**config.mk**
```make
export PLATFORM = sky130hd
export DESIGN_NAME = magnetometer_motion_to_pointer_flat
export DESIGN_NICKNAME = d
export VERILOG_FILES = /design/src/design/mmp_pkg.sv /design/src/design/mmp_if.sv /design/src/design/mmp_cfg_regs.sv /design/src/design/mmp_cal_div.sv /design/src/design/mmp_core.sv /design/src/design/magnetometer_motion_to_pointer.sv /design/src/flat_wrapper.sv
export SDC_FILE = /design/constraint.sdc
export NUM_CORES = 1
export LEC_CHECK = 0
export BUFFER_PORTS_ARGS = -buffer_cell sky130_fd_sc_hd__buf_2
export CAP_MARGIN = 20
export CORE_AREA = 2 2 251 204
export DETAILED_ROUTE_END_ITERATION = 12
export DIE_AREA = 0 0 253 206
export PLACE_DENSITY_LB_ADDON = 0.12
export SYNTH_ARGS = -nofsm -noshare
export SYNTH_HDL_FRONTEND = slang
export SYNTH_SLANG_ARGS = --single-unit
```
**constraint.sdc**
```tcl
create_clock -name clk -period 27.6 [get_ports clk]
set_input_delay 5.52 -clock clk [delete_from_list [all_inputs] [get_ports clk]]
set_output_delay 5.52 -clock clk [all_outputs]
set_load 0.01 [all_outputs]
```
**src/design/mmp_pkg.sv**
```systemverilog
package mmp_pkg;

	localparam int CAL_SAMPLES_DEF = 16;

	localparam int CFG_IDX_W  = 3;
	localparam int CFG_DATA_W = 32;

	typedef enum logic [CFG_IDX_W-1:0] {
		REG_DEAD_BAND_X      = 3'd0,
		REG_DEAD_BAND_Y      = 3'd1,
		REG_DEAD_BAND_Z      = 3'd2,
		REG_HYSTERESIS       = 3'd3,
		REG_SCROLL_THRESHOLD = 3'd4,
		REG_STILL_TIMEOUT_MS = 3'd5
	} cfg_reg_e;

	localparam logic [14:0] DEADZONE_RST         = 15'd5;
	localparam logic [15:0] HYSTERESIS_RST       = 16'd2;
	localparam logic [15:0] SCROLL_THRESHOLD_RST = 16'd50;
	localparam logic [31:0] STILL_TIMEOUT_RST    = 32'd5000;

	localparam logic signed [1:0] SCROLL_NONE = 2'sb00;
	localparam logic signed [1:0] SCROLL_UP   = 2'sb01;
	localparam logic signed [1:0] SCROLL_DOWN = 2'sb11;

	typedef struct packed {
		logic [14:0] dead_band_x;
		logic [14:0] dead_band_y;
		logic [14:0] dead_band_z;
		logic [15:0] hysteresis;
		logic [15:0] scroll_threshold;
		logic [31:0] still_timeout_ms;
	} cfg_t;

	typedef struct packed {
		logic signed [15:0] x;
		logic signed [15:0] y;
		logic signed [15:0] z;
	} vec3_t;

	typedef struct packed {
		logic busy;
	} div_status_t;

endpackage

```
**src/design/mmp_if.sv**
```systemverilog
interface mmp_sample_if;
	logic               valid;
	logic               ready;
	logic signed [15:0] raw_x;
	logic signed [15:0] raw_y;
	logic signed [15:0] raw_z;
	logic [31:0]        time_ms;

	modport source (output valid, raw_x, raw_y, raw_z, time_ms, input ready);
	modport sink (input valid, raw_x, raw_y, raw_z, time_ms, output ready);
endinterface

interface mmp_result_if;
	logic               valid;
	logic               ready;
	logic signed [15:0] move_x;
	logic signed [15:0] move_y;
	logic signed [1:0]  scroll;
	logic               report;
	logic               collecting;
	logic               calibrated;

	modport source (output valid, move_x, move_y, scroll, report, collecting, calibrated,
		input ready);
	modport sink (input valid, move_x, move_y, scroll, report, collecting, calibrated,
		output ready);
endinterface

```
**src/design/mmp_cfg_regs.sv**
```systemverilog
module mmp_cfg_regs (
	input  logic                             clk,
	input  logic                             arst_n,
	input  logic                             cfg_we,
	input  logic [mmp_pkg::CFG_IDX_W-1:0]    cfg_index,
	input  logic [mmp_pkg::CFG_DATA_W-1:0]   cfg_data,
	output mmp_pkg::cfg_t                    cfg
);

	mmp_pkg::cfg_t cfg_q;

	always_ff @(posedge clk or negedge arst_n) begin
		if (!arst_n) begin
			cfg_q.dead_band_x      <= mmp_pkg::DEADZONE_RST;
			cfg_q.dead_band_y      <= mmp_pkg::DEADZONE_RST;
			cfg_q.dead_band_z      <= mmp_pkg::DEADZONE_RST;
			cfg_q.hysteresis       <= mmp_pkg::HYSTERESIS_RST;
			cfg_q.scroll_threshold <= mmp_pkg::SCROLL_THRESHOLD_RST;
			cfg_q.still_timeout_ms <= mmp_pkg::STILL_TIMEOUT_RST;
		end else if (cfg_we) begin
			unique case (mmp_pkg::cfg_reg_e'(cfg_index))
				mmp_pkg::REG_DEAD_BAND_X:      cfg_q.dead_band_x      <= cfg_data[14:0];
				mmp_pkg::REG_DEAD_BAND_Y:      cfg_q.dead_band_y      <= cfg_data[14:0];
				mmp_pkg::REG_DEAD_BAND_Z:      cfg_q.dead_band_z      <= cfg_data[14:0];
				mmp_pkg::REG_HYSTERESIS:       cfg_q.hysteresis       <= cfg_data[15:0];
				mmp_pkg::REG_SCROLL_THRESHOLD: cfg_q.scroll_threshold <= cfg_data[15:0];
				mmp_pkg::REG_STILL_TIMEOUT_MS: cfg_q.still_timeout_ms <= cfg_data[31:0];
				default: begin
				end
			endcase
		end
	end

	assign cfg = cfg_q;

endmodule

```
**src/design/mmp_cal_div.sv**
```systemverilog
module mmp_cal_div #(
	parameter int CAL_SAMPLES = mmp_pkg::CAL_SAMPLES_DEF,
	parameter int SUM_W       = 16 + $clog2(CAL_SAMPLES + 1)
) (
	input  logic                     clk,
	input  logic                     arst_n,
	input  logic                     start,
	input  logic signed [SUM_W-1:0]  sum_x,
	input  logic signed [SUM_W-1:0]  sum_y,
	input  logic signed [SUM_W-1:0]  sum_z,
	output mmp_pkg::vec3_t           offset,
	output mmp_pkg::div_status_t     status
);

	// The quotient is the product with a rounded-up reciprocal, which is exact
	// for every magnitude below two to the power of the magnitude width.
	localparam int M_W   = SUM_W;
	localparam int SHIFT = M_W + $clog2(CAL_SAMPLES);
	localparam int R_W   = M_W + 1;
	localparam int P_W   = M_W + R_W;
	localparam logic [R_W-1:0] RECIP =
		R_W'(((longint'(1) << SHIFT) + longint'(CAL_SAMPLES) - 1) / longint'(CAL_SAMPLES));

	typedef enum logic [1:0] {
		ST_IDLE,
		ST_MAG,
		ST_MUL,
		ST_WR
	} state_t;

	typedef enum logic [1:0] {
		AX_X,
		AX_Y,
		AX_Z
	} axis_t;

	state_t             state_q;
	axis_t              axis_q;
	mmp_pkg::vec3_t     offset_q;
	logic signed [SUM_W-1:0] sum_x_q, sum_y_q, sum_z_q;
	logic signed [SUM_W-1:0] sel_sum;
	logic [M_W-1:0]     sel_mag;
	logic [M_W-1:0]     mag_q;
	logic               neg_q;
	logic [P_W-1:0]     prod_q;
	logic [15:0]        quot;
	logic signed [15:0] quot_signed;

	always_comb begin
		unique case (axis_q)
			AX_X:    sel_sum = sum_x_q;
			AX_Y:    sel_sum = sum_y_q;
			AX_Z:    sel_sum = sum_z_q;
			default: sel_sum = sum_z_q;
		endcase
	end

	assign sel_mag     = sel_sum[SUM_W-1] ? M_W'(-sel_sum) : M_W'(sel_sum);
	assign quot        = 16'(prod_q >> SHIFT);
	assign quot_signed = neg_q ? -$signed(quot) : $signed(quot);

	always_ff @(posedge clk) begin
		if (start && state_q == ST_IDLE) begin
			sum_x_q <= sum_x;
			sum_y_q <= sum_y;
			sum_z_q <= sum_z;
		end
		if (state_q == ST_MAG) begin
			mag_q <= sel_mag;
			neg_q <= sel_sum[SUM_W-1];
		end
		if (state_q == ST_MUL) begin
			prod_q <= P_W'(mag_q) * P_W'(RECIP);
		end
	end

	always_ff @(posedge clk or negedge arst_n) begin
		if (!arst_n) begin
			state_q  <= ST_IDLE;
			axis_q   <= AX_X;
			offset_q <= '0;
		end else begin
			unique case (state_q)
				ST_IDLE: begin
					if (start) begin
						axis_q  <= AX_X;
						state_q <= ST_MAG;
					end
				end
				ST_MAG: begin
					state_q <= ST_MUL;
				end
				ST_MUL: begin
					state_q <= ST_WR;
				end
				ST_WR: begin
					unique case (axis_q)
						AX_X: begin
							offset_q.x <= quot_signed;
							axis_q     <= AX_Y;
							state_q    <= ST_MAG;
						end
						AX_Y: begin
							offset_q.y <= quot_signed;
							axis_q     <= AX_Z;
							state_q    <= ST_MAG;
						end
						default: begin
							offset_q.z <= quot_signed;
							axis_q     <= AX_X;
							state_q    <= ST_IDLE;
						end
					endcase
				end
			endcase
		end
	end

	assign offset      = offset_q;
	assign status.busy = (state_q != ST_IDLE);

endmodule

```
**src/design/mmp_core.sv**
```systemverilog
module mmp_core #(
	parameter int CAL_SAMPLES = mmp_pkg::CAL_SAMPLES_DEF,
	parameter int SUM_W       = 16 + $clog2(CAL_SAMPLES + 1)
) (
	input  logic                     clk,
	input  logic                     arst_n,
	mmp_sample_if.sink               sample,
	mmp_result_if.source             result,
	input  mmp_pkg::cfg_t            cfg,
	input  mmp_pkg::vec3_t           offset,
	input  mmp_pkg::div_status_t     div_status,
	output logic                     cal_start,
	output logic signed [SUM_W-1:0]  cal_sum_x,
	output logic signed [SUM_W-1:0]  cal_sum_y,
	output logic signed [SUM_W-1:0]  cal_sum_z
);

	localparam int CNT_W = $clog2(CAL_SAMPLES + 1);
	localparam logic [CNT_W-1:0] CNT_FULL = CNT_W'(CAL_SAMPLES);

	function automatic logic [16:0] mag17(input logic signed [15:0] v);
		logic signed [16:0] w;
		w = {v[15], v};
		return v[15] ? 17'(-w) : 17'(w);
	endfunction

	logic               valid_s1;
	logic signed [15:0] raw_x_s1, raw_y_s1, raw_z_s1;
	logic [31:0]        time_s1;

	logic               primed_q;
	logic               cal_pending_q;
	logic [CNT_W-1:0]   cnt_q;
	logic signed [SUM_W-1:0] sum_x_q, sum_y_q, sum_z_q;
	logic signed [15:0] prev_x_q, prev_y_q, prev_z_q;
	logic [31:0]        last_q;

	logic               out_valid_q;
	logic signed [15:0] move_x_q, move_y_q;
	logic signed [1:0]  scroll_q;
	logic               report_q, collecting_q, calibrated_q;

	logic signed [15:0] cx, cy, cz, dx, dy, dz, mvx, mvy;
	logic [16:0]        mag_x, mag_y, mag_z;
	logic               motion, still, calib_item, add, cal_done, fire, report;
	logic signed [1:0]  scroll;
	logic [31:0]        still_ms;
	logic [CNT_W-1:0]   cnt_base, cnt_nx;
	logic signed [SUM_W-1:0] sx_base, sy_base, sz_base, sx_nx, sy_nx, sz_nx;

	assign cx = raw_x_s1 - offset.x;
	assign cy = raw_y_s1 - offset.y;
	assign cz = raw_z_s1 - offset.z;
	assign dx = cx - prev_x_q;
	assign dy = cy - prev_y_q;
	assign dz = cz - prev_z_q;
	assign mag_x = mag17(dx);
	assign mag_y = mag17(dy);
	assign mag_z = mag17(dz);

	assign motion = (mag_x > {2'b00, cfg.dead_band_x}) || (mag_y > {2'b00, cfg.dead_band_y}) ||
		(mag_z > {2'b00, cfg.dead_band_z});
	assign still_ms   = time_s1 - last_q;
	assign still      = still_ms > cfg.still_timeout_ms;
	assign calib_item = primed_q && !motion && still;

	assign mvx = (mag_x < {1'b0, cfg.hysteresis}) ? 16'sd0 : dx;
	assign mvy = (mag_y < {1'b0, cfg.hysteresis}) ? 16'sd0 : dy;

	always_comb begin
		scroll = mmp_pkg::SCROLL_NONE;
		if (!(mag_z < {1'b0, cfg.hysteresis}) && (mag_z > {1'b0, cfg.scroll_threshold})) begin
			scroll = dz[15] ? mmp_pkg::SCROLL_DOWN : mmp_pkg::SCROLL_UP;
		end
	end

	assign report = (mvx != 16'sd0) || (mvy != 16'sd0) || (scroll != mmp_pkg::SCROLL_NONE);

	// A new sampling run starts from an empty count and zero sums.
	assign cnt_base = cal_pending_q ? cnt_q : '0;
	assign sx_base  = cal_pending_q ? sum_x_q : '0;
	assign sy_base  = cal_pending_q ? sum_y_q : '0;
	assign sz_base  = cal_pending_q ? sum_z_q : '0;
	assign add      = cnt_base < CNT_FULL;
	assign cnt_nx   = add ? cnt_base + CNT_W'(1) : cnt_base;
	assign sx_nx    = add ? sx_base + SUM_W'(raw_x_s1) : sx_base;
	assign sy_nx    = add ? sy_base + SUM_W'(raw_y_s1) : sy_base;
	assign sz_nx    = add ? sz_base + SUM_W'(raw_z_s1) : sz_base;
	assign cal_done = cnt_nx >= CNT_FULL;

	assign fire      = valid_s1 && (!out_valid_q || result.ready);
	assign cal_start = fire && calib_item && cal_done;
	assign cal_sum_x = sx_nx;
	assign cal_sum_y = sy_nx;
	assign cal_sum_z = sz_nx;

	// The offsets are rewritten after a calibrating transaction, so no new
	// sample enters until the divider has finished.
	assign sample.ready = (!valid_s1 || fire) && !div_status.busy &&
		!(valid_s1 && calib_item && cal_done);

	always_ff @(posedge clk or negedge arst_n) begin
		if (!arst_n) begin
			valid_s1 <= 1'b0;
		end else if (sample.valid && sample.ready) begin
			valid_s1 <= 1'b1;
		end else if (fire) begin
			valid_s1 <= 1'b0;
		end
	end

	always_ff @(posedge clk) begin
		if (sample.valid && sample.ready) begin
			raw_x_s1 <= sample.raw_x;
			raw_y_s1 <= sample.raw_y;
			raw_z_s1 <= sample.raw_z;
			time_s1  <= sample.time_ms;
		end
	end

	always_ff @(posedge clk or negedge arst_n) begin
		if (!arst_n) begin
			primed_q      <= 1'b0;
			cal_pending_q <= 1'b0;
			cnt_q         <= '0;
			sum_x_q       <= '0;
			sum_y_q       <= '0;
			sum_z_q       <= '0;
			prev_x_q      <= '0;
			prev_y_q      <= '0;
			prev_z_q      <= '0;
			last_q        <= '0;
		end else if (fire) begin
			priority if (!primed_q) begin
				primed_q <= 1'b1;
				prev_x_q <= cx;
				prev_y_q <= cy;
				prev_z_q <= cz;
				last_q   <= time_s1;
			end else if (calib_item) begin
				cal_pending_q <= !cal_done;
				cnt_q         <= cal_done ? '0 : cnt_nx;
				sum_x_q       <= sx_nx;
				sum_y_q       <= sy_nx;
				sum_z_q       <= sz_nx;
			end else begin
				if (motion) begin
					last_q <= time_s1;
				end
				prev_x_q <= cx;
				prev_y_q <= cy;
				prev_z_q <= cz;
			end
		end
	end

	always_ff @(posedge clk or negedge arst_n) begin
		if (!arst_n) begin
			out_valid_q <= 1'b0;
		end else if (fire) begin
			out_valid_q <= 1'b1;
		end else if (result.ready) begin
			out_valid_q <= 1'b0;
		end
	end

	always_ff @(posedge clk) begin
		if (fire) begin
			if (primed_q && !calib_item) begin
				move_x_q <= mvx;
				move_y_q <= mvy;
				scroll_q <= scroll;
				report_q <= report;
			end else begin
				move_x_q <= '0;
				move_y_q <= '0;
				scroll_q <= mmp_pkg::SCROLL_NONE;
				report_q <= 1'b0;
			end
			collecting_q <= calib_item;
			calibrated_q <= calib_item && cal_done;
		end
	end

	assign result.valid      = out_valid_q;
	assign result.move_x     = move_x_q;
	assign result.move_y     = move_y_q;
	assign result.scroll     = scroll_q;
	assign result.report     = report_q;
	assign result.collecting = collecting_q;
	assign result.calibrated = calibrated_q;

endmodule

```
**src/design/magnetometer_motion_to_pointer.sv**
```systemverilog
// A sample passes through the input register and then the result register on its
// way to the result transaction. Throughput: one sample per cycle while the result
// side is ready; after a sample that completes calibration, input stalls while one
// shared multiplier computes the three offsets, each axis through the magnitude,
// multiply and write states. Reset: asynchronous, active low; control and offset
// state clears to zero and config registers take defaults; data is not reset.
module magnetometer_motion_to_pointer #(
	parameter int CAL_SAMPLES = mmp_pkg::CAL_SAMPLES_DEF
) (
	input  logic                            clk,
	input  logic                            arst_n,
	mmp_sample_if.sink                      sample,
	mmp_result_if.source                    result,
	input  logic                            cfg_we,
	input  logic [mmp_pkg::CFG_IDX_W-1:0]   cfg_index,
	input  logic [mmp_pkg::CFG_DATA_W-1:0]  cfg_data
);

	localparam int SUM_W = 16 + $clog2(CAL_SAMPLES + 1);

	mmp_pkg::cfg_t           cfg;
	mmp_pkg::vec3_t          offset;
	mmp_pkg::div_status_t    div_status;
	logic                    cal_start;
	logic signed [SUM_W-1:0] cal_sum_x, cal_sum_y, cal_sum_z;

	mmp_cfg_regs u_cfg (
		.clk       (clk),
		.arst_n    (arst_n),
		.cfg_we    (cfg_we),
		.cfg_index (cfg_index),
		.cfg_data  (cfg_data),
		.cfg       (cfg)
	);

	mmp_core #(
		.CAL_SAMPLES (CAL_SAMPLES),
		.SUM_W       (SUM_W)
	) u_core (
		.clk        (clk),
		.arst_n     (arst_n),
		.sample     (sample),
		.result     (result),
		.cfg        (cfg),
		.offset     (offset),
		.div_status (div_status),
		.cal_start  (cal_start),
		.cal_sum_x  (cal_sum_x),
		.cal_sum_y  (cal_sum_y),
		.cal_sum_z  (cal_sum_z)
	);

	mmp_cal_div #(
		.CAL_SAMPLES (CAL_SAMPLES),
		.SUM_W       (SUM_W)
	) u_div (
		.clk    (clk),
		.arst_n (arst_n),
		.start  (cal_start),
		.sum_x  (cal_sum_x),
		.sum_y  (cal_sum_y),
		.sum_z  (cal_sum_z),
		.offset (offset),
		.status (div_status)
	);

	a_no_accept_while_busy: assert property (@(posedge clk) disable iff (!arst_n)
		(sample.valid && sample.ready) |-> !div_status.busy)
		else $error("Sample transaction accepted while offsets are being computed.");

	a_start_sets_busy: assert property (@(posedge clk) disable iff (!arst_n)
		cal_start |=> div_status.busy)
		else $error("Calibration start did not launch the divider.");

	a_calibrated_flags: assert property (@(posedge clk) disable iff (!arst_n)
		(result.valid && result.calibrated) |-> (result.collecting && !result.report))
		else $error("Calibrating result carries inconsistent flags.");

	a_report_matches: assert property (@(posedge clk) disable iff (!arst_n)
		(result.valid && result.report) |->
		(result.move_x != 16'sd0 || result.move_y != 16'sd0 ||
		result.scroll != mmp_pkg::SCROLL_NONE))
		else $error("Report flag set without any movement or scroll.");

endmodule

```
**src/flat_wrapper.sv**
```systemverilog
// flat-port wrapper written by rule: the top's interface ports become plain ports
module magnetometer_motion_to_pointer_flat 
#(
	parameter int CAL_SAMPLES = mmp_pkg::CAL_SAMPLES_DEF
)
  (clk, arst_n, cfg_we, cfg_index, cfg_data, sample_valid, sample_raw_x, sample_raw_y, sample_raw_z, sample_time_ms, sample_ready, result_valid, result_move_x, result_move_y, result_scroll, result_report, result_collecting, result_calibrated, result_ready);
  mmp_sample_if sample_i ();
  mmp_result_if result_i ();
  input  logic clk;
  input  logic arst_n;
  input  logic cfg_we;
  input  logic [mmp_pkg::CFG_IDX_W-1:0] cfg_index;
  input  logic [mmp_pkg::CFG_DATA_W-1:0] cfg_data;
  input wire logic [$bits(sample_i.valid)-1:0] sample_valid;
  input wire logic [$bits(sample_i.raw_x)-1:0] sample_raw_x;
  input wire logic [$bits(sample_i.raw_y)-1:0] sample_raw_y;
  input wire logic [$bits(sample_i.raw_z)-1:0] sample_raw_z;
  input wire logic [$bits(sample_i.time_ms)-1:0] sample_time_ms;
  output wire logic [$bits(sample_i.ready)-1:0] sample_ready;
  output wire logic [$bits(result_i.valid)-1:0] result_valid;
  output wire logic [$bits(result_i.move_x)-1:0] result_move_x;
  output wire logic [$bits(result_i.move_y)-1:0] result_move_y;
  output wire logic [$bits(result_i.scroll)-1:0] result_scroll;
  output wire logic [$bits(result_i.report)-1:0] result_report;
  output wire logic [$bits(result_i.collecting)-1:0] result_collecting;
  output wire logic [$bits(result_i.calibrated)-1:0] result_calibrated;
  input wire logic [$bits(result_i.ready)-1:0] result_ready;
  assign sample_i.valid = sample_valid;
  assign sample_i.raw_x = sample_raw_x;
  assign sample_i.raw_y = sample_raw_y;
  assign sample_i.raw_z = sample_raw_z;
  assign sample_i.time_ms = sample_time_ms;
  assign sample_ready = sample_i.ready;
  assign result_valid = result_i.valid;
  assign result_move_x = result_i.move_x;
  assign result_move_y = result_i.move_y;
  assign result_scroll = result_i.scroll;
  assign result_report = result_i.report;
  assign result_collecting = result_i.collecting;
  assign result_calibrated = result_i.calibrated;
  assign result_i.ready = result_ready;
  magnetometer_motion_to_pointer #(.CAL_SAMPLES(CAL_SAMPLES)) u_core (.clk(clk), .arst_n(arst_n), .sample(sample_i), .result(result_i), .cfg_we(cfg_we), .cfg_index(cfg_index), .cfg_data(cfg_data));
endmodule
```
==> results of run 1 <==
==> cells in the mapped netlist (17+ instances only) <==
| master | count |
|---|---|
| ha_1 | 329 |
| inv_1 | 300 |
| dfrtp_1 | 298 |
| nand2_1 | 296 |
| o21ai_0 | 273 |
| nor2_1 | 223 |
| edfxtp_1 | 213 |
| a21oi_1 | 189 |
| xnor2_1 | 124 |
| mux2_2 | 98 |
| a21o_1 | 89 |
| and2_1 | 88 |
| xor2_1 | 75 |
| clkbuf_1 | 70 |
| o21a_1 | 60 |
| nor3_1 | 48 |
| mux2_1 | 46 |
| nand3_1 | 41 |
| nor2b_1 | 40 |
| nand2b_1 | 39 |
| mux2i_1 | 27 |
| or3_1 | 26 |
| and3_1 | 21 |
| o31ai_1 | 21 |
| a31oi_1 | 20 |
| nand4_1 | 20 |
| o21bai_1 | 18 |
| a211oi_1 | 17 |
==> report_power, final <==
part           internal (mW)  switching, mW
clock network          0.504          0.325
logic                   1.38           1.93
registers               1.08         0.0944
==> cells in the final DEF, fill, tap and decap left out, drive strengths merged, types with 21 or more instances in the layout <==
master and n:
inv 301, o21ai 281, nand2 296, edfxtp 213
ha 329, dfrtp 298, nor3 49, clkbuf 79
xnor2 124, nand2b 40, nor2b 40, mux2i 27
and2 88, o31ai 22, buf 182, o21a 60
xor2 75, mux2 153, a21oi 189, a21o 89
or3 26, nor2 223, nand3 41, and3 21
==> through the flow <==
step	utilization	total power [mW]	setup slack (ns)
2_1_floorplan	-	3.626	15.61
3_3_place_gp	0.6961	4.235	14.12
3_5_place_dp	0.6961	4.401	13.84
4_1_cts	0.7371	5.269	13.13
5_1_grt	0.7381	5.741	12.37
6_report	0.7381	5.317	13.00
==> area by class of cell <==
cell class,count,area [µm²]
fill,3528,13100
inverter,300,1126
timing repair buffer,182,1013
tap,646,808.3
clock inverter,25,342.8
sequential,526,14250
antenna,1,2.502
multi-input combinational,2439,17660
clock buffer,79,1704
==> sequential cells by signal (all words and copies together) (netlist names), 21 cells and up <==
register and flops:
u_core.u_div.sum_z_q 21, u_core.u_div.sum_y_q 21, u_core.u_core.sum_x_q 21, u_core.u_core.last_q 32, u_core.u_core.sum_y_q 21, u_core.u_div.offset 48, u_core.u_core.sum_z_q 21, u_core.u_cfg.cfg 109
u_core.u_div.sum_x_q 21, u_core.u_core.time_s1 32
==> worst max path at each step <==
stage | depth (start not counted) | to | start
finish | 34 | sample_ready | u_core.u_div.offset[32]$_DFFE_PN0P_
global route | 34 | sample_ready | u_core.u_div.offset[32]$_DFFE_PN0P_
CTS | 34 | sample_ready | u_core.u_div.offset[32]$_DFFE_PN0P_
detailed placement | 34 | sample_ready | u_core.u_div.offset[32]$_DFFE_PN0P_
global placement | 34 | sample_ready | u_core.u_div.offset[32]$_DFFE_PN0P_
floorplan | 36 | sample_ready | u_core.u_core.raw_z_s1[0]$_DFFE_PP_
==> layer usage <==
layer,global-route usage,vias to the layer above,wire length [µm]
met2,0.5144,952,37810
met5,0,-,0
met1,0.4659,12580,37790
met4,0.09594,0,2128
li1,-,12160,-
met3,0.04798,158,6928
==> kinds of logic (layout without fill, tap and decap cells) <==
group / after synthesis / after routing
simple gates: 910 / 910
compound gates: 810 / 810
flops: 526 / 526
buf+inv: 394 / 586
fa+ha+maj: 339 / 339
xor+xnor: 200 / 200
mux: 180 / 180
other cells: 0 / 1
==> worst reg2reg max path, delay by kind of cell, from the launching register on <==
| family | cells | cell delay [ns] |
|---|---|---|
| buffers and inverters | 1 | 0.44 |
| muxes | 1 | 0.51 |
| DFF | 1 | 0.39 |
| xor gates and xnor gates | 1 | 0.21 |
| AOI/OAI and AO/OA | 20 | 4.53 |
| adders and majority gates | 4 | 1.33 |
| and+or+nand+nor | 6 | 2.31 |
==> flow_summary.ini, run 1 <==
[status]
status = complete, no violations

[routing]
dr.pass1.iters = 6
drtIter0Drc = 2319
routed_wirelength_mm = 84.65
antenna_left = 0
routedWlPerCell_um = 20.16
drc = 0
vias = 25850
viasPerCell = 6.157

[worst_setup_path]
path_buf_inv = 2
r2r_end = u_core.u_core.sum_x_q[17]$_DFFE_PN0P_
end_kind = output pin
rrSetupSlack_ns = 17.73
cp_max_fo = 12
slowest_stage = a2111oi_0
start_kind = register
critPathKind = reg2out
critPathMostFrequentCell = o21ai_0
max_stage_delay_ns = 0.88
r2r_cells = 33
crit_arrival_ns = 9.08
crit_family = compound AO/OA/AOI/OAI gates
crit_required_ns = 22.08
worstReg2RegStart = u_core.u_div.offset[32]$_DFFE_PN0P_

[synth]
syn_area_mm2 = 0.03341
synthAdderAreaFrac = 0.1292
synth_area_leaders = dfrtp_1 (22%), edfxtp_1 (19%), ha_1 (12%), o21ai_0 (4.1%), inv_1 (3.4%)
synth_compound_area_frac = 0.1514
async_flop_share = 0.5951
synth_edf_count = 213
synth_xor_area_frac = 0.05285
netlist.area_leader.share = 0.2232
synthMuxAreaShare = 0.06067
synth_seq_cells = 526
synthSimpleGateAreaFrac = 0.1332
synth_area_per_cell_um2 = 9.946
synth.distinct_cells = 95
syn_nets = 3818
yosys_warnings = 0
synth_top_family_by_area = compound AO/OA/AOI/OAI gates
ys.flop_type = dfrtp_1
seq_area_frac_synth = 0.4265
synthCells = 3359
synth_area_leader_cell = dfrtp_1

[worst_hold_path]
min_path_cells = 0
hold_class = reg2reg
hold_start = u_core.u_div.mag_q[10]$_DFFE_PN_
hold-path-endpoint = u_core.u_div.prod_q[31]$_DFFE_PN_

[die]
rows = 74
fp.dieArea_mm2 = 0.05212
pin_count = 159
initial_core_util = 0.6682
die_h_um = 206
coreArea_mm2 = 0.05000
die_w_um = 253

[clock_tree]
tritoncts = done
clock_latency_ns = 0.62
clk_pin_slew_worst_paths_ns = 0.07
cts_setup_buffers = 0
htree_levels = 2
cts_root_buffer = clkbuf_16
clock_path_buffers = 3
cts_made_buffers = 55
holdBufCountCts = 0
cts.sinks = 526
cts_resized = 0

[placed_design]
placed_cells = 4091
port_buffers = 158
place_congestion = 0.9379
post_dp_cell_area_mm2 = 0.03480
hpwl_mm = 63.04

[sta]
tightest_slew_ns = 1.263
fmax_mhz = 68.50
relSlewSlack = 0.1583
finClkSkew_ns = 0.01424
whs_ns = 0.4159
rsz0062_at_grt = false
period_share = 0.5289
final_hold_viol_count = 0
slew_viol_final = 0
fin_tns_setup_ns = 0
fin_crit_ns = 14.60
setup_violations = 0

[global_routing]
grt_pass1_wl_mm = 132.8
antenna_found_initial = 3
grt_start_max_net_pins = 111
grt-ovfl-total = 0
grt_usage = 0.3246
grt_pass1_vias = 25330

[layout]
finalNetCount = 3963
syn2layout_area_growth_pct = 10.46
drive_gt1_frac = 0.1205
stdcell_count = 4198
final_area_mm2 = 0.03690

[power_and_ir_drop]
p_leak_nw = 16.67
vdd_drop_max_mv = 0.09456
cellPowerDensity_mw_per_mm2 = 144.1

[flow_run]
maxCapViolCount = 0
Power figures use the tool's default switching activity.
==> run 2, diff against run 1 <==
--- a/config.mk
+++ b/config.mk
@@ -5,11 +5,12 @@
 export SDC_FILE = /design/constraint.sdc
 export NUM_CORES = 1
 export LEC_CHECK = 0
+export ABC_AREA = 1
 export BUFFER_PORTS_ARGS = -buffer_cell sky130_fd_sc_hd__buf_2
 export CAP_MARGIN = 20
-export CORE_AREA = 2 2 251 204
+export CORE_AREA = 2 2 276 223
 export DETAILED_ROUTE_END_ITERATION = 12
-export DIE_AREA = 0 0 253 206
+export DIE_AREA = 0 0 278 225
 export PLACE_DENSITY_LB_ADDON = 0.12
 export SYNTH_ARGS = -nofsm -noshare
 export SYNTH_HDL_FRONTEND = slang
==> constraint.sdc (replaced) <==
create_clock -name clk -period 11.9 [get_ports clk]
set_input_delay 2.38 -clock clk [delete_from_list [all_inputs] [get_ports clk]]
set_output_delay 2.38 -clock clk [all_outputs]
set_load 0.01 [all_outputs]
==> run 2 against run 1 <==
Clock skew shrank 0.0027 ns. Global-route usage decreased by 4.1 points. Clock-buffer cell count shrank 5. Final area increased by 1.2%. Sequential share of layout area is 0.46 points lower. Flip-flop and latch count did not move. Final cell count is 21% higher. Core utilization decreased by 11 points. Synthesized cell count up 22%. Critical path depth is 7 higher. Largest cell class unchanged.
==> flow_summary.ini, run 2 <==
[synth]
yosysMostFrequentCell = nand2_1
yosys_warnings = 0
synth.distinct_cells = 61
synth_edf_count = 213
synth_seq_cells = 526
seq_area_frac_synth = 0.4219
netlist.area_leader.share = 0.2208
synth_area_leader_cell = dfrtp_1
async_flop_share = 0.5951
ys_top_cells_by_count = nand2_1 (864), inv_1 (688), o21ai_0 (418), ha_1 (329), a21oi_1 (326)
synthCells = 4108
syn_nets = 4567
synth_area_per_cell_um2 = 8.220
syn_area_mm2 = 0.03377
synth_area_leaders = dfrtp_1 (22%), edfxtp_1 (19%), ha_1 (12%), nand2_1 (9.6%), inv_1 (7.6%)
ys.flop_type = dfrtp_1

[layout]
n_antenna_cell = 0
nFillCells = 5245
largest_reg_flops = 109
multi_input_area_mm2 = 0.01653
seq_area_mm2 = 0.01425
syn2layout_area_growth_pct = 10.61
finalNetCount = 4714
layout_commonest_cell = nand2_1
final_cell_mix = nand2_1 (861), inv_1 (687), o21ai_0 (418), ha_1 (329), a21oi_1 (326)
drive_gt1_frac = 0.07297

[clock_tree]
cts_setup_buffers = 0
cts_root_buffer = clkbuf_16
tritoncts = done
clk_pin_slew_worst_paths_ns = 0.06
clock_path_buffers = 3
clock_latency_ns = 0.62
cts.sinks = 526
cts_resized = 0
cts_made_buffers = 56
htree_levels = 2
holdBufCountCts = 0

[worst_setup_path]
crit_start = u_core.u_div.offset[16]$_DFFE_PN0P_
critPathMostFrequentCell = nand2_1
slowest_stage = fa_1
max_stage_delay_ns = 0.40
start_kind = register
end_kind = output pin
worstReg2RegStart = u_core.u_div.offset[16]$_DFFE_PN0P_
critPathKind = reg2out
cp_max_fo = 11
crit_required_ns = 9.52
crit_arrival_ns = 7.65
r2r_cells = 41
r2r_end = u_core.u_core.sum_y_q[13]$_DFFE_PN0P_
rrSetupSlack_ns = 3.67

[routing]
vias = 27520
viasPerCell = 5.415
drc = 0
routed_wirelength_mm = 88.30
dr.pass1.iters = 7
routedWlPerCell_um = 17.38
drtIter0Drc = 2346
antenna_left = 0

[sta]
finClkSkew_ns = 0.01151
final_hold_viol_count = 0
tightest_slew_ns = 1.017
slew_viol_final = 0
relSlewSlack = 0.3199
setup_violations = 0
period_share = 0.8432
fmax_mhz = 99.66
rsz0062_at_grt = false
fin_crit_ns = 10.03
fin_tns_setup_ns = 0

[die]
die_w_um = 278
rows = 80
die_h_um = 225
coreArea_mm2 = 0.05956
fp.dieArea_mm2 = 0.06255
pin_count = 159
initial_core_util = 0.5670

[worst_hold_path]
hold_start = u_core.u_div.mag_q[10]$_DFFE_PN_
hold-path-endpoint = u_core.u_div.prod_q[31]$_DFFE_PN_
min_path_cells = 0
hold_class = reg2reg

[global_routing]
grt_pass1_vias = 25500
grt_pass1_wl_mm = 139.2
grt-ovfl-total = 0
grt_usage = 0.2836
antenna_found_initial = 0
grt_start_max_net_pins = 98

[placed_design]
port_buffers = 158
place_congestion = 0.9381
hpwl_mm = 67.43

[status]
status = complete, no violations

[flow_run]
maxCapViolCount = 0
run 2: cell families (layout without fill, tap and decap cells):
family | count (synthesis) | count (layout) | synth area share
AO/OA/AOI/OAI | 933 | 933 | 0.1504
XOR/XNOR | 176 | 176 | 0.04587
adder cells (fa/ha/maj) | 339 | 339 | 0.1278
buffers and inverters | 784 | 979 | 0.08908
flip-flops | 526 | 526 | 0.4219
AND/OR/NAND/NOR | 1350 | 1350 | 0.1648
run 2: cell type report:
class,count,share of cell area
well taps,779,0.02610
clock buffers,74,0.04211
flip-flops and latches,526,0.3815
repair buffers,177,0.02667
clock inverters,32,0.01102
multi-input cells,2798,0.4426
inverters,696,0.07002
run 2: worst max-delay path, delay by kind of cell (launching register included):
kind / cells / cell delay [ns]
buffers and inverters: 6 / 0.65
adders and majority gates: 4 / 1.26
and+or+nand+nor: 17 / 2.16
xor gates and xnor gates: 2 / 0.38
DFF: 1 / 0.38
AOI/OAI and AO/OA: 12 / 2.17
run 2: per-stage QoR:
stage	util	hold WS (ns)	worst slack, ns	cells	instance area (µm²)
after floorplan	-	0.4003	2.592	4108	33770
after global placement	0.5924	0.4026	2.706	4972	35280
after detailed placement	0.5924	0.4045	2.600	4972	35280
after CTS	0.6257	0.4195	1.928	5078	37260
after global routing	0.6271	0.4243	1.053	5082	37350
final	0.6271	0.4161	1.866	5082	37350
run 2: layer usage:
| layer | share of wire | vias up | track usage |
|---|---|---|---|
| met2 | 0.44 | 791 | 0.4385 |
| met3 | 0.064 | 154 | 0.03888 |
| met5 | 0 | - | 0 |
| met1 | 0.47 | 12710 | 0.4118 |
| li1 | - | 13860 | - |
| met4 | 0.034 | 0 | 0.09538 |
run 2: worst max path at each step:
stage	endpoint	slack, ns	cells after the start
5_1_grt	sample_ready	1.05	41
3_5_place_dp	sample_ready	2.60	41
3_3_place_gp	sample_ready	2.71	41
6_report	sample_ready	1.87	41
4_1_cts	sample_ready	1.93	41
2_1_floorplan	u_core.u_core.raw_x_s1[0]$_DFFE_PP_	2.59	41
Power of run 2 is left out: the tool's default activity adds up to more than one toggle a clock period on the data nets, which glitch-free logic cannot reach.
